===== config.mk =====
export PLATFORM = sky130hd
export DESIGN_NAME = gregorian_date_arithmetic
export DESIGN_NICKNAME = d
export VERILOG_FILES = /design/src/sv/gda_pkg.sv /design/src/sv/gda_ctrl.sv /design/src/sv/gda_dp.sv /design/src/sv/gregorian_date_arithmetic.sv
export VERILOG_INCLUDE_DIRS = /design/src /design/src/sv
export SDC_FILE = /design/constraint.sdc
export NUM_CORES = 2
export LEC_CHECK = 0
export BUFFER_PORTS_ARGS = -buffer_cell sky130_fd_sc_hd__buf_2
export CAP_MARGIN = 20
export CORE_MARGIN = 2
export CORE_UTILIZATION = 50
export CTS_CLUSTER_DIAMETER = 100
export DETAILED_ROUTE_END_ITERATION = 6
export GPL_TIMING_DRIVEN = 0
export PLACE_DENSITY = 0.69
export SYNTH_ARGS = -nofsm -noshare
export SYNTH_HDL_FRONTEND = slang
export SYNTH_SLANG_ARGS = --single-unit

===== constraint.sdc =====
create_clock -name clk -period 16.7 [get_ports clk]
set_input_delay 1.67 -clock clk [delete_from_list [all_inputs] [get_ports clk]]
set_output_delay 1.67 -clock clk [all_outputs]
set_load 0.05 [all_outputs]

===== src/sv/gregorian_date_arithmetic_assert.svh =====
// Assertion helpers for gregorian_date_arithmetic.
// Both expect clk and arst_n in scope.
`ifndef GREGORIAN_DATE_ARITHMETIC_ASSERT_SVH
`define GREGORIAN_DATE_ARITHMETIC_ASSERT_SVH

// Same-cycle implication.
`define GDA_ASSERT_NOW(lbl, pre, post, msg) \
	lbl: assert property (@(posedge clk) disable iff (!arst_n) (pre) |-> (post)) \
		else $error(msg);

// Next-cycle implication.
`define GDA_ASSERT_NEXT(lbl, pre, post, msg) \
	lbl: assert property (@(posedge clk) disable iff (!arst_n) (pre) |=> (post)) \
		else $error(msg);

`endif


===== src/sv/gda_pkg.sv =====
`default_nettype none

package gda_pkg;

	// Limits
	localparam int YEAR_MAX      = 9999;
	localparam int DAY_COUNT_MAX = 1048575;

	// Field widths
	localparam int OP_W    = 3;
	localparam int YEAR_W  = 14;
	localparam int MONTH_W = 4;
	localparam int DAY_W   = 5;
	localparam int COUNT_W = 21;
	localparam int DIFF_W  = 22;
	localparam int SER_W   = 23;

	// Stream widths
	localparam int S_TDATA_W = 72;
	localparam int S_TUSER_W = OP_W;
	localparam int M_TDATA_W = 48;

	typedef enum logic [OP_W-1:0] {
		OP_NORM = 3'd0,
		OP_ADD  = 3'd1,
		OP_SUB  = 3'd2,
		OP_LESS = 3'd3,
		OP_DIFF = 3'd4
	} opcode_t;

	typedef enum logic [3:0] {
		ST_IDLE,
		ST_SER_P,
		ST_SER_M,
		ST_SER_SUM,
		ST_COMBINE,
		ST_Q400,
		ST_Q100,
		ST_Q4,
		ST_Q1,
		ST_LEAP,
		ST_MON,
		ST_EMIT
	} state_t;

	typedef struct packed {
		state_t phase;
		logic   sel_b;
		logic   ready;
	} dp_cmd_t;

	typedef struct packed {
		logic less_op;
		logic diff_op;
		logic more;
		logic slot_free;
	} dp_status_t;

endpackage

`default_nettype wire


===== src/sv/gda_ctrl.sv =====
`default_nettype none

module gda_ctrl (
	input  logic                clk,
	input  logic                arst_n,
	input  logic                s_tvalid,
	input  gda_pkg::dp_status_t status,
	output gda_pkg::dp_cmd_t    cmd
);
	import gda_pkg::*;

	state_t state_q, state_d;
	logic   sel_b_q, sel_b_d;

	always_ff @(posedge clk or negedge arst_n) begin
		if (!arst_n) begin
			state_q <= ST_IDLE;
			sel_b_q <= 1'b0;
		end else begin
			state_q <= state_d;
			sel_b_q <= sel_b_d;
		end
	end

	// next state
	always_comb begin
		state_d = state_q;
		sel_b_d = sel_b_q;
		case (state_q)
			ST_IDLE: begin
				if (s_tvalid) begin
					state_d = ST_SER_P;
					sel_b_d = 1'b0;
				end
			end
			ST_SER_P:   state_d = ST_SER_M;
			ST_SER_M:   state_d = ST_SER_SUM;
			ST_SER_SUM: begin
				if (status.diff_op && !sel_b_q) begin
					sel_b_d = 1'b1;
					state_d = ST_SER_P;
				end else if (status.less_op) begin
					state_d = ST_EMIT;
				end else begin
					state_d = ST_COMBINE;
				end
			end
			ST_COMBINE: state_d = status.diff_op ? ST_EMIT : ST_Q400;
			ST_Q400:    if (!status.more) state_d = ST_Q100;
			ST_Q100:    if (!status.more) state_d = ST_Q4;
			ST_Q4:      if (!status.more) state_d = ST_Q1;
			ST_Q1:      if (!status.more) state_d = ST_LEAP;
			ST_LEAP:    state_d = ST_MON;
			ST_MON:     if (!status.more) state_d = ST_EMIT;
			ST_EMIT:    if (status.slot_free) state_d = ST_IDLE;
			default:    state_d = ST_IDLE;
		endcase
	end

	// outputs
	always_comb begin
		cmd.phase = state_q;
		cmd.sel_b = sel_b_q;
		cmd.ready = (state_q == ST_IDLE);
	end

endmodule

`default_nettype wire


===== src/sv/gda_dp.sv =====
`default_nettype none

module gda_dp #(
	parameter int YEAR_MAX      = gda_pkg::YEAR_MAX,
	parameter int DAY_COUNT_MAX = gda_pkg::DAY_COUNT_MAX
) (
	input  logic                            clk,
	input  logic                            arst_n,
	input  gda_pkg::dp_cmd_t                cmd,
	output gda_pkg::dp_status_t             status,
	input  logic                            s_tvalid,
	input  logic [gda_pkg::S_TDATA_W-1:0]   s_tdata,
	input  logic [gda_pkg::S_TUSER_W-1:0]   s_tuser,
	output logic                            m_tvalid,
	input  logic                            m_tready,
	output logic [gda_pkg::M_TDATA_W-1:0]   m_tdata
);
	import gda_pkg::*;

	localparam int ADJ_W = 13;
	localparam logic [SER_W-1:0] D400 = 23'd146097;
	localparam logic [SER_W-1:0] D100 = 23'd36524;
	localparam logic [SER_W-1:0] D4   = 23'd1461;
	localparam logic [SER_W-1:0] D1   = 23'd365;
	localparam logic [DIFF_W-1:0] DIFF_SAT = 22'd4194303;

	// x / 100 by reciprocal, exact for x below 43699
	function automatic logic [8:0] div100(input logic [14:0] x);
		logic [27:0] prod;
		begin
			prod   = 28'(x) * 28'd5243;
			div100 = prod[27:19];
		end
	endfunction

	function automatic logic leap(input logic [14:0] y);
		logic [8:0]  q;
		logic [14:0] back;
		begin
			q    = div100(y);
			back = 15'({6'd0, q} * 15'd100);
			leap = (y[1:0] == 2'd0) && ((back != y) || (q[1:0] == 2'd0));
		end
	endfunction

	function automatic logic [DAY_W-1:0] dim(input logic lp, input logic [MONTH_W-1:0] m);
		begin
			if (m == 4'd2)
				dim = lp ? 5'd29 : 5'd28;
			else if (m inside {4'd4, 4'd6, 4'd9, 4'd11})
				dim = 5'd30;
			else if (m >= 4'd1 && m <= 4'd12)
				dim = 5'd31;
			else
				dim = 5'd0;
		end
	endfunction

	// days before month m in a common year
	function automatic logic [8:0] cum(input logic [MONTH_W-1:0] m);
		begin
			case (m)
				4'd1:    cum = 9'd0;
				4'd2:    cum = 9'd31;
				4'd3:    cum = 9'd59;
				4'd4:    cum = 9'd90;
				4'd5:    cum = 9'd120;
				4'd6:    cum = 9'd151;
				4'd7:    cum = 9'd181;
				4'd8:    cum = 9'd212;
				4'd9:    cum = 9'd243;
				4'd10:   cum = 9'd273;
				4'd11:   cum = 9'd304;
				4'd12:   cum = 9'd334;
				default: cum = 9'd0;
			endcase
		end
	endfunction

	// input unpack
	logic [YEAR_W-1:0]  in_ya, in_yb;
	logic [MONTH_W-1:0] in_ma, in_mb;
	logic [DAY_W-1:0]   in_da, in_db;
	logic [COUNT_W-1:0] in_cnt;

	assign in_ya  = s_tdata[13:0];
	assign in_ma  = s_tdata[17:14];
	assign in_da  = s_tdata[22:18];
	assign in_cnt = s_tdata[43:23];
	assign in_yb  = s_tdata[57:44];
	assign in_mb  = s_tdata[61:58];
	assign in_db  = s_tdata[66:62];

	// validation
	logic lp_in_a, lp_in_b, ok_a, ok_b;
	logic signed [31:0]  cnt_ext;
	logic [COUNT_W-1:0]  cnt_sat;

	always_comb begin
		lp_in_a = leap({1'b0, in_ya});
		lp_in_b = leap({1'b0, in_yb});
		ok_a = (in_ya != '0) && (in_da != '0) && (in_da <= dim(lp_in_a, in_ma));
		ok_b = (in_yb != '0) && (in_db != '0) && (in_db <= dim(lp_in_b, in_mb));
		cnt_ext = {{(32-COUNT_W){in_cnt[COUNT_W-1]}}, in_cnt};
		if (cnt_ext > DAY_COUNT_MAX)
			cnt_sat = COUNT_W'(DAY_COUNT_MAX);
		else if (cnt_ext < -DAY_COUNT_MAX)
			cnt_sat = COUNT_W'(-DAY_COUNT_MAX);
		else
			cnt_sat = in_cnt;
	end

	// item registers
	logic [OP_W-1:0]    op_q;
	logic [YEAR_W-1:0]  ya_q, yb_q;
	logic [MONTH_W-1:0] ma_q, mb_q;
	logic [DAY_W-1:0]   da_q, db_q;
	logic               lpa_q, lpb_q;
	logic [COUNT_W-1:0] cnt_q;

	// serial unit
	logic [YEAR_W-1:0]  p_q;
	logic [8:0]         q100_q, q400_q;
	logic [SER_W-1:0]   t365_q;
	logic [ADJ_W-1:0]   adj_q;
	logic [SER_W-1:0]   sa_q, sb_q;

	// date walk
	logic               neg_q;
	logic [SER_W-1:0]   r_q;
	logic [14:0]        yacc_q;
	logic [MONTH_W-1:0] mm_q;
	logic [1:0]         c_q;
	logic               lp_q;
	logic [DIFF_W-1:0]  diff_q;
	logic               dsat_q;

	// result beat
	logic               m_valid_q;
	logic [YEAR_W-1:0]  oy_q;
	logic [MONTH_W-1:0] om_q;
	logic [DAY_W-1:0]   od_q;
	logic               oless_q;
	logic [DIFF_W-1:0]  odiff_q;
	logic               ooor_q;

	logic [YEAR_W-1:0]  sy, p_in;
	logic [MONTH_W-1:0] sm;
	logic [DAY_W-1:0]   sd;
	logic               slp;
	logic [ADJ_W-1:0]   adj_d;
	logic signed [SER_W:0] n_d, dd;
	logic [SER_W-1:0]   mag;
	logic               more;
	logic [SER_W-1:0]   sub_d;
	logic [14:0]        inc_d;
	logic               load, emit, date_ok, less_d;
	logic               walk_op, take_walk;

	assign load = cmd.ready && s_tvalid;
	assign emit = (cmd.phase == ST_EMIT) && status.slot_free;

	always_comb begin
		sy   = cmd.sel_b ? yb_q  : ya_q;
		sm   = cmd.sel_b ? mb_q  : ma_q;
		sd   = cmd.sel_b ? db_q  : da_q;
		slp  = cmd.sel_b ? lpb_q : lpa_q;
		p_in = sy - 14'd1;
		adj_d = {1'b0, p_q[13:2]} - {4'd0, q100_q} + {4'd0, q400_q} + {4'd0, cum(sm)}
			+ {{(ADJ_W-1){1'b0}}, (sm > 4'd2) && slp} + {8'd0, sd} - 13'd1;

		case (opcode_t'(op_q))
			OP_ADD:  n_d = $signed({1'b0, sa_q}) + {{(SER_W+1-COUNT_W){cnt_q[COUNT_W-1]}}, cnt_q};
			OP_SUB:  n_d = $signed({1'b0, sa_q}) - {{(SER_W+1-COUNT_W){cnt_q[COUNT_W-1]}}, cnt_q};
			default: n_d = $signed({1'b0, sa_q});
		endcase
		dd  = $signed({1'b0, sa_q}) - $signed({1'b0, sb_q});
		mag = dd[SER_W] ? SER_W'(-dd) : dd[SER_W-1:0];

		more  = 1'b0;
		sub_d = D1;
		inc_d = 15'd1;
		case (cmd.phase)
			ST_Q400: begin
				more  = !neg_q && (r_q >= D400);
				sub_d = D400;
				inc_d = 15'd400;
			end
			ST_Q100: begin
				more  = !neg_q && (c_q != 2'd3) && (r_q >= D100);
				sub_d = D100;
				inc_d = 15'd100;
			end
			ST_Q4: begin
				more  = !neg_q && (r_q >= D4);
				sub_d = D4;
				inc_d = 15'd4;
			end
			ST_Q1: begin
				more  = !neg_q && (c_q != 2'd3) && (r_q >= D1);
				sub_d = D1;
				inc_d = 15'd1;
			end
			ST_MON: begin
				sub_d = SER_W'(dim(lp_q, mm_q));
				more  = !neg_q && (mm_q != 4'd12) && (r_q >= sub_d);
				inc_d = 15'd0;
			end
			default: more = 1'b0;
		endcase

		date_ok = !neg_q && ({2'b00, yacc_q} <= 17'(YEAR_MAX));
		less_d  = {ya_q, ma_q, da_q} < {yb_q, mb_q, db_q};
		// normalize, add, subtract and the undefined opcodes take the walked date
		walk_op   = (op_q != OP_LESS) && (op_q != OP_DIFF);
		take_walk = walk_op && date_ok;
	end

	always_comb begin
		status.less_op   = (op_q == OP_LESS);
		status.diff_op   = (op_q == OP_DIFF);
		status.more      = more;
		status.slot_free = !m_valid_q || m_tready;
	end

	always_ff @(posedge clk or negedge arst_n) begin
		if (!arst_n) begin
			m_valid_q <= 1'b0;
		end else if (emit) begin
			m_valid_q <= 1'b1;
		end else if (m_tready) begin
			m_valid_q <= 1'b0;
		end
	end

	always_ff @(posedge clk) begin
		if (load) begin
			op_q  <= s_tuser;
			ya_q  <= ok_a ? in_ya : 14'd1900;
			ma_q  <= ok_a ? in_ma : 4'd1;
			da_q  <= ok_a ? in_da : 5'd1;
			lpa_q <= ok_a && lp_in_a;
			yb_q  <= ok_b ? in_yb : 14'd1900;
			mb_q  <= ok_b ? in_mb : 4'd1;
			db_q  <= ok_b ? in_db : 5'd1;
			lpb_q <= ok_b && lp_in_b;
			cnt_q <= cnt_sat;
		end

		case (cmd.phase)
			ST_SER_P: begin
				p_q    <= p_in;
				q100_q <= div100({1'b0, p_in});
				q400_q <= div100({3'd0, p_in[13:2]});
			end
			ST_SER_M: begin
				t365_q <= {9'd0, p_q} * 23'd365;
				adj_q  <= adj_d;
			end
			ST_SER_SUM: begin
				if (cmd.sel_b) sb_q <= t365_q + SER_W'(adj_q);
				else           sa_q <= t365_q + SER_W'(adj_q);
			end
			ST_COMBINE: begin
				neg_q  <= n_d[SER_W];
				r_q    <= n_d[SER_W-1:0];
				yacc_q <= 15'd1;
				mm_q   <= 4'd1;
				c_q    <= 2'd0;
				dsat_q <= mag > SER_W'(DIFF_SAT);
				diff_q <= (mag > SER_W'(DIFF_SAT)) ? DIFF_SAT : mag[DIFF_W-1:0];
			end
			ST_Q400, ST_Q100, ST_Q4, ST_Q1, ST_MON: begin
				if (cmd.phase == ST_Q4) c_q <= 2'd0;
				if (more) begin
					r_q    <= r_q - sub_d;
					yacc_q <= yacc_q + inc_d;
					if (cmd.phase == ST_MON) mm_q <= mm_q + 4'd1;
					else if (cmd.phase == ST_Q100 || cmd.phase == ST_Q1) c_q <= c_q + 2'd1;
				end
			end
			ST_LEAP: lp_q <= leap(yacc_q);
			default: ;
		endcase

		if (emit) begin
			oy_q    <= take_walk ? yacc_q[YEAR_W-1:0] : ya_q;
			om_q    <= take_walk ? mm_q : ma_q;
			od_q    <= take_walk ? r_q[DAY_W-1:0] + 5'd1 : da_q;
			oless_q <= status.less_op && less_d;
			odiff_q <= status.diff_op ? diff_q : '0;
			ooor_q  <= status.diff_op ? dsat_q : (walk_op && !date_ok);
		end
	end

	assign m_tvalid = m_valid_q;
	assign m_tdata  = {1'b0, ooor_q, odiff_q, oless_q, od_q, om_q, oy_q};

endmodule

`default_nettype wire


===== src/sv/gregorian_date_arithmetic.sv =====
`default_nettype none

// Gregorian date arithmetic unit. One beat in, one beat out. The opcode on
// s_tuser picks normalize A, A + day_count, A - day_count, A earlier than B,
// or |A - B| in days. Each date is checked first; a year of 0, a month
// outside 1..12 or a day past the end of its month reads as 1900-01-01.
// The day count is clamped to +/-DAY_COUNT_MAX. Dates go to a day number
// (0001-01-01 = 0) in the SER_P, SER_M and SER_SUM states, and back by a
// walk that strips 400-year, 100-year, 4-year and 1-year blocks and then
// months, one subtraction per cycle. A compare converts A and goes to EMIT;
// a difference converts A and then B, then goes through COMBINE to EMIT.
// EMIT waits while an untaken result sits in the output register. The
// 400-year block loop makes one pass per 400 years in the result. One item
// is worked at a time; the next beat is taken as soon as the result is parked
// in the output register, even if the sink has not taken it yet. A result
// whose year falls outside 1..YEAR_MAX (or below day 0) sets out_of_range
// and returns normalized A; a difference above 4194303 saturates and sets
// out_of_range. Opcodes 5 to 7 act as normalize. No state survives an item.

module gregorian_date_arithmetic #(
	parameter int YEAR_MAX      = gda_pkg::YEAR_MAX,
	parameter int DAY_COUNT_MAX = gda_pkg::DAY_COUNT_MAX
) (
	input  logic                           clk,
	input  logic                           arst_n,
	input  logic                           s_tvalid,
	output logic                           s_tready,
	// year_a[13:0] month_a[17:14] day_a[22:18] day_count[43:23]
	// year_b[57:44] month_b[61:58] day_b[66:62], zero pad above
	input  logic [gda_pkg::S_TDATA_W-1:0]  s_tdata,
	// opcode[2:0]
	input  logic [gda_pkg::S_TUSER_W-1:0]  s_tuser,
	output logic                           m_tvalid,
	input  logic                           m_tready,
	// res_year[13:0] res_month[17:14] res_day[22:18] is_less[23]
	// day_difference[45:24] out_of_range[46], zero pad above
	output logic [gda_pkg::M_TDATA_W-1:0]  m_tdata
);
	import gda_pkg::*;

	dp_cmd_t    cmd;
	dp_status_t status;

	// sequencer: owns the phase and which date feeds the day-number unit
	gda_ctrl u_ctrl (
		.clk      (clk),
		.arst_n   (arst_n),
		.s_tvalid (s_tvalid),
		.status   (status),
		.cmd      (cmd)
	);

	// datapath: validation, day-number unit, date walk, output register
	gda_dp #(
		.YEAR_MAX      (YEAR_MAX),
		.DAY_COUNT_MAX (DAY_COUNT_MAX)
	) u_dp (
		.clk      (clk),
		.arst_n   (arst_n),
		.cmd      (cmd),
		.status   (status),
		.s_tvalid (s_tvalid),
		.s_tdata  (s_tdata),
		.s_tuser  (s_tuser),
		.m_tvalid (m_tvalid),
		.m_tready (m_tready),
		.m_tdata  (m_tdata)
	);

	assign s_tready = cmd.ready;

	`include "gregorian_date_arithmetic_assert.svh"

	// an accepted beat drops s_tready in the cycle after
	`GDA_ASSERT_NEXT(a_busy_after_accept, s_tvalid && s_tready, !s_tready, "accepted twice in a row")
	// every result carries a real month
	`GDA_ASSERT_NOW(a_month_valid, m_tvalid, (m_tdata[17:14] >= 4'd1) && (m_tdata[17:14] <= 4'd12), "bad result month")
	// every result carries a nonzero day
	`GDA_ASSERT_NOW(a_day_nonzero, m_tvalid, m_tdata[22:18] != 5'd0, "zero result day")
	// a compare result never carries a difference or a range flag
	`GDA_ASSERT_NOW(a_less_alone, m_tvalid && m_tdata[23], (m_tdata[45:24] == 22'd0) && !m_tdata[46], "compare beat with difference")

endmodule

`default_nettype wire


# [Word level (Yosys, flattened, before mapping)]
# Memory sizes are Yosys's and may differ from the RTL's.
# Cells that the tools add are included.
[word_totals] register_bits=304 latchBits=0 ram_bits=0 rom_bits=144 inputBits=79 out_inout_bits=50 wordCells=246 n_memories=1
[classes] n_addsub=17 n_mul=9 div=0 order_cmp=19 n_eq_ne=47 n_shift=0 muxes=55 n_bitwise=1 reduce_logical=62
[mem_list] name="(no name shown)" words=16 width=9 read_ports=1 rd_ports_with_merged_regs=0 wr=0 line_no="gda_dp.sv:62" text="case (m)"
[op_table] op="14-bit by 13-bit multiplier with 27-bit output (second input constant)" count=3
[op_table] op="18-bit one-hot mux with 4 select lines" count=1
[op_table] op="5-bit two-way mux" count=12
[op_table] op="4-bit two-way mux" count=14
[op_table] op="24-bit one-hot mux with 2 select lines" count=1
[op_table] op="4-bit one-hot mux with 12 select lines" count=1
[op_table] op="23-bit two-way mux" count=2
[op_table] op="23-bit one-hot mux with 2 select lines" count=1
[op_table] op="4-bit by 3-bit == test with 1-bit output (second input constant)" count=10
[op_table] op="4-bit == test (second input constant)" count=10
[op_table] op="9-bit one-hot mux with 4 select lines" count=1
[op_table] op="15-bit by 14-bit != test with 1-bit output" count=2
[op_table] op="15-bit one-hot mux with 2 select lines" count=1
[op_table] op="1-bit logical AND" count=28
[op_table] op="15-bit by 13-bit multiplier with 28-bit output (second input constant)" count=1
[op_table] op="14-bit two-way mux" count=2
[op_table] op="14-bit nonzero test" count=2
[op_table] op="8-bit by 5-bit multiplier with 13-bit output (second input constant)" count=2
[op_table] op="12-bit by 13-bit multiplier with 25-bit output (second input constant)" count=1
[op_table] op="23-bit by 24-bit adder with 24-bit output" count=1
[op_table] op="23-bit by 23-bit subtractor with 24-bit output" count=1
[op_table] op="23-bit by 24-bit subtractor with 24-bit output" count=1
[op_table] op="23-bit by 13-bit adder with 23-bit output" count=1
[op_table] op="23-bit by 11-bit greater-or-equal comparator with 1-bit output (second input constant)" count=1
[op_table] op="60 further kinds" count=110

# [Longest topological paths before layout]
[depth] depth_word=11 depth_mapped=47 ltp_nobuf=46

# [Cells and area by module]
# Synthesis repeated with hierarchy kept, for this count alone.
[hier_totals] cells_unflattened=3914 area_unflattened_um2=40069.7
[modules_own_cells] mod="gda_dp" instances=1 cells_each=3865 area_per_inst_um2=39651.8 seq_area_each_um2=8973.6
[modules_own_cells] mod="gda_ctrl" instances=1 cells_each=49 area_per_inst_um2=417.9 seq_area_each_um2=125.1

# [Least setup slack after synthesis]
# No wires, ideal clock.
[synth_timing] path_type="input -> register" startpoint="input s_tdata[54] (netlist bit)" endpoint="register u_dp.mb_q[1] (data pin)" setup_ns=0.255 t_arrival_ns=10.306 required_time_ns=16.445 path_slack_ns=6.139 stages=46 n_path_buf=1 path_cell_list="fa_1 -> ha_1 -> inv_1 -> fa_1 -> inv_1 -> fa_1 -> inv_1 -> fa_1 -> inv_1 -> ha_1 -> o21ai_0 -> nand2b_1 -> a21oi_1 -> a211oi_1 -> a21o_1 -> a21oi_1 -> o21ai_0 -> nor2_1 -> (+10 left out) -> a21o_1 -> a21o_1 -> a21o_1 -> a21oi_1 -> xnor2_1 -> or4_1 -> a221o_1 -> ha_1 -> nor2b_1 -> o21a_1 -> o21ai_0 -> nand2b_1 -> a21oi_1 -> a31oi_1 -> a41oi_1 -> o21a_1 -> clkbuf_1 -> and2_1"
[synth_via] elab_chain_cells=9 elab_cells_between_ends=12 classes_between="2 x mul; 1 x order compare; 1 x eq/ne; 2 x mux; 6 x reduce/logical"
[synth_lines] item="start: declaration" line_no="gregorian_date_arithmetic.sv:30" text="input logic [gda_pkg::S_TDATA_W-1:0] s_tdata,"
[synth_lines] item="14-bit by 13-bit multiplier with 27-bit output" line_no="gda_dp.sv:31" text="prod = 28'(x) * 28'd5243;"
[synth_lines] item="8-bit by 5-bit multiplier with 13-bit output" line_no="gda_dp.sv:41" text="back = 15'({6'd0, q} * 15'd100);"
[synth_lines] item="15-bit by 14-bit != test with 1-bit output" line_no="gda_dp.sv:42" text="leap = (y[1:0] == 2'd0) && ((back != y) || (q[1:0] == 2'd0));"
[synth_lines] item="1-bit logical OR" line_no="gda_dp.sv:42"
[synth_lines] item="1-bit logical AND" line_no="gda_dp.sv:42"
[synth_lines] item="1-bit two-way mux" line_no="gda_dp.sv:49" text="dim = lp ? 5'd29 : 5'd28;"
[synth_lines] item="5-bit two-way mux" line_no="gda_dp.sv:48" text="if (m == 4'd2)"
[synth_lines] item="5-bit <= comparator" line_no="gda_dp.sv:103" text="ok_b = (in_yb != '0) && (in_db != '0) && (in_db <= dim(lp_in_b, in_mb));"
[synth_lines] item="1-bit logical AND (*)" line_no="gda_dp.sv:103"
[synth_lines] item="end signal: assignment" line_no="gda_dp.sv:244" text="mb_q <= ok_b ? in_mb : 4'd1;"
[synth_lines] item="end: declaration" line_no="gda_dp.sv:116" text="logic [MONTH_W-1:0] ma_q, mb_q;"
# Mark *: on every way between the ends. The rest lies on a longest branch, timed or not.
# A chain may end at the register's enable or synchronous reset.

# [Final worst setup path]
[layout_timing] startpoint="input s_tdata[11] (netlist bit)" endpoint="register u_dp.ya_q[12] (data pin)"
[layout_via] elab_chain_cells=9 elab_cells_between_ends=12 classes_between="2 x mul; 1 x order compare; 1 x eq/ne; 2 x mux; 6 x reduce/logical"
[layout_lines] item="14-bit by 13-bit multiplier with 27-bit output" line_no="gda_dp.sv:31"
[layout_lines] item="8-bit by 5-bit multiplier with 13-bit output" line_no="gda_dp.sv:41"
[layout_lines] item="15-bit by 14-bit != test with 1-bit output" line_no="gda_dp.sv:42"
[layout_lines] item="1-bit logical OR" line_no="gda_dp.sv:42"
[layout_lines] item="1-bit logical AND" line_no="gda_dp.sv:42"
[layout_lines] item="1-bit two-way mux" line_no="gda_dp.sv:49"
[layout_lines] item="5-bit two-way mux" line_no="gda_dp.sv:48"
[layout_lines] item="5-bit <= comparator" line_no="gda_dp.sv:102" text="ok_a = (in_ya != '0) && (in_da != '0) && (in_da <= dim(lp_in_a, in_ma));"
[layout_lines] item="1-bit logical AND (*)" line_no="gda_dp.sv:102"
[layout_lines] item="end signal: assignment" line_no="gda_dp.sv:239" text="ya_q <= ok_a ? in_ya : 14'd1900;"
[layout_lines] item="end: declaration" line_no="gda_dp.sv:115" text="logic [YEAR_W-1:0] ya_q, yb_q;"
# Marked as above.

==> impl_metrics.json <==
{
  "slew_headroom_pct": 17.79,
  "async_flop_share_pct": 1.974,
  "drtAntennaViolNets": 0,
  "final_common_cell": "ha_1",
  "die_w_um": 287.6,
  "syn_area_per_cell_um2": 10.12,
  "ys_warn_count": 0,
  "clock_path_buffers": 3,
  "path_clk_slew_ns": 0.06,
  "cts_max_level": 2,
  "fillCellCount": 7050,
  "syn_inst": 3975,
  "most-common-layout-cells": "ha_1 (781), inv_1 (767), fa_1 (380)",
  "grt_pass1_wl_um": 150600,
  "use_met2_pct": 38.40,
  "postRouteWirelength_um": 93740,
  "rows": 104,
  "coreArea_um2": 80030,
  "hp-class": "reg -> reg",
  "track_usage_pct": 23.07,
  "dpl.hpwl_um": 79460,
  "ios": 129,
  "cts.hold.buffers_added": 0,
  "slowest_stage": "a2111oi_0",
  "netlist_area_um2": 40220,
  "max_freq_ghz": 0.08544,
  "synth_seq_cells": 304,
  "tightest_slew_ns": 1.202,
  "grt_pass1_vias": 28544,
  "vias": 28494,
  "numCtsBuffers": 35,
  "port_buffers": 122,
  "drive_gt1_share_pct": 6.410,
  "path_max_fanout": 10,
  "finalHoldViolCount": 0,
  "regArea_um2": 9099,
  "vias_per_cell": 5.436,
  "post_cts_buffers": 0,
  "wire_per_inst_um": 17.88,
  "start_util_pct": 50.25,
  "drt_iter0_drc": 1936,
  "clkSinkCount": 304,
  "critPathKind": "in -> reg",
  "grtUsageMet1_pct": 31.75,
  "synth-seq-area-share_pct": 22.62,
  "period_share_pct": 70.08,
  "netlist-cell-type-count": 86,
  "finalMaxSlewViolations": 0,
  "cp.required_ns": 16.98,
  "grt_setup_unrepaired": "false",
  "overflow": 0,
  "endpoint_kind": "register",
  "syn2layout_area_growth_pct": 8.356,
  "worst_path_largest_cell_delay_ns": 1.05,
  "die-area_um2": 82720,
  "tns_ns": 0,
  "nets": 5399,
  "status": "complete, no violations",
  "first_pass_iters": 6,
  "multi_input_area_um2": 28040,
  "synth_top_family_by_area": "adder cells",
  "synth-xor-area-share_pct": 5.759,
  "grt_max_degree": 50,
  "crit_top_cell": "inv_1",
  "drv_cap": 0,
  "grtUsageMet3_pct": 3.265,
  "fin_crit_ns": 11.70,
  "remaining_drc_errors": 0,
  "setup_viol": 0,
  "synthesis.nets": 5215,
  "cts-root-buf": "clkbuf_16",
  "grt_busiest_layer": "met2",
  "cp-start-kind": "primary input",
  "die_height_um": 287.6,
  "synth_simple_gate_area_share_pct": 9.564,
  "crit_arrival_ns": 11.99,
  "synth_compound_area_share_pct": 9.551,
  "post_cts_resized": 0,
  "antenna_found_initial": 4,
  "muxShareOfSynthArea_pct": 1.419,
  "cts_tree": "done",
  "skew_ns": 0.04072,
  "synthAdderAreaFrac_pct": 43.21,
  "gp_congestion": 0.9377,
  "synth-edff-count": 298,
  "clk_latency_ns": 0.57,
  "ys.flop_type": "edfxtp_1"
}
## routing by layer
layer | vias up | part of all wire, %
li1 | 13833 | -
met1 | 13750 | 44
met2 | 768 | 47
met3 | 141 | 6.6
met4 | 2 | 2.5
met5 | - | 0.011
## cells in the mapped netlist (14+ instances only)
cell / instances / share of area (%)
o21bai_1: 20 / 0.37
xnor2_1: 176 / 3.8
nor3_1: 83 / 1.0
nor2b_1: 52 / 0.81
or2_2: 14 / 0.22
a21oi_1: 160 / 2.0
mux2i_1: 30 / 0.75
o21a_1: 20 / 0.37
a211oi_1: 32 / 0.60
a31oi_1: 34 / 0.53
edfxtp_1: 298 / 22
and2_1: 42 / 0.65
clkbuf_1: 53 / 0.49
nor4_1: 15 / 0.23
xor2_1: 84 / 1.8
mux2_2: 24 / 0.67
a21o_1: 63 / 1.2
o31ai_1: 24 / 0.45
nand4_1: 21 / 0.33
nand2b_1: 37 / 0.58
nand3_1: 56 / 0.70
and3_1: 45 / 0.70
inv_1: 767 / 7.2
nor2_1: 161 / 1.5
ha_1: 781 / 24
o21ai_0: 123 / 1.5
fa_1: 380 / 19
nand2_1: 189 / 1.8
## sequential cells by signal, summed over array words and instances, names as in the netlist, 4 cells and up
name	count
u_dp.da_q	5
u_dp.t365_q	23
u_dp.ya_q	14
u_dp.ma_q	4
u_dp.yacc_q	15
u_ctrl.state_q	4
u_dp.sa_q	23
u_dp.q400_q	6
u_dp.q100_q	8
u_dp.odiff_q	22
u_dp.od_q	5
u_dp.p_q	14
u_dp.db_q	5
u_dp.oy_q	14
u_dp.cnt_q	21
u_dp.om_q	4
u_dp.r_q	23
u_dp.adj_q	13
u_dp.yb_q	14
u_dp.sb_q	23
u_dp.diff_q	22
u_dp.mb_q	4
u_dp.mm_q	4
## layout make-up
class,instances,share of cell area [%]
multi-input cells,2838,64.33
clock buffers,44,2.087
repair buffers,147,2.113
well taps,1060,3.043
clock inverters,15,0.2814
diodes,1,0.005742
plain buffers,65,0.6403
flip-flops and latches,304,20.88
inverters,768,6.615
## critical path: cells and delay by family
kind	cells	cell delay, ns
AND/OR/NAND/NOR	8	1.06
XOR/XNOR	2	0.36
buffers and inverters	9	0.92
AO/OA/AOI/OAI	16	3.61
adder cells (fa/ha/maj)	11	4.35
## worst paths after layout
| path | start | to | slack [ns] | depth (start not counted) |
|---|---|---|---|---|
| setup reg to reg | u_ctrl.sel_b_q$_DFFE_PN0P_ | u_dp.q400_q[5]$_DFFE_PP_ | 5.33 | 30 |
| hold / removal | u_dp.diff_q[17]$_SDFFCE_PP1P_ | u_dp.odiff_q[17]$_SDFFCE_PP0P_ | 0.55 | 1 |
| setup / recovery | s_tdata[11] | u_dp.ya_q[12]$_SDFFCE_PN0P_ | 5.00 | 46 |
| hold reg to reg | u_dp.diff_q[17]$_SDFFCE_PP1P_ | u_dp.odiff_q[17]$_SDFFCE_PP0P_ | 0.55 | 1 |
| min in group asynchronous | arst_n | u_ctrl.state_q[1]$_DFFE_PN0P_ | 0.92 | 1 |
| max in group asynchronous | arst_n | u_dp.m_tvalid$_DFFE_PN0P_ | 15.62 | 1 |
## cell families (layout without fill, tap and decap cells)
group | count (synthesis) | after routing
other | 1 | 2
AOI/OAI and AO/OA | 593 | 593
adders and majority gates | 1161 | 1161
muxes | 54 | 54
and+or+nand+nor | 767 | 767
xor gates and xnor gates | 262 | 262
buffers and inverters | 833 | 1039
DFF | 304 | 304
## per-stage QoR
step	hold slack (ns)	worst slack [ns]	util (%)	instances	area, um2
final	0.5493	4.996	54.45	5242	43580
after global routing	0.5593	4.271	54.45	5241	43580
after CTS	0.5499	5.033	54.44	5240	43570
after detailed placement	0.5363	4.494	53.15	5181	42540
after global placement	0.5318	4.567	52.68	5157	42150
after floorplan	0.4929	6.139	-	3975	40220
Power is not shown: default switching activity piles up to over one toggle a cycle in this logic, so the estimate is an artifact.
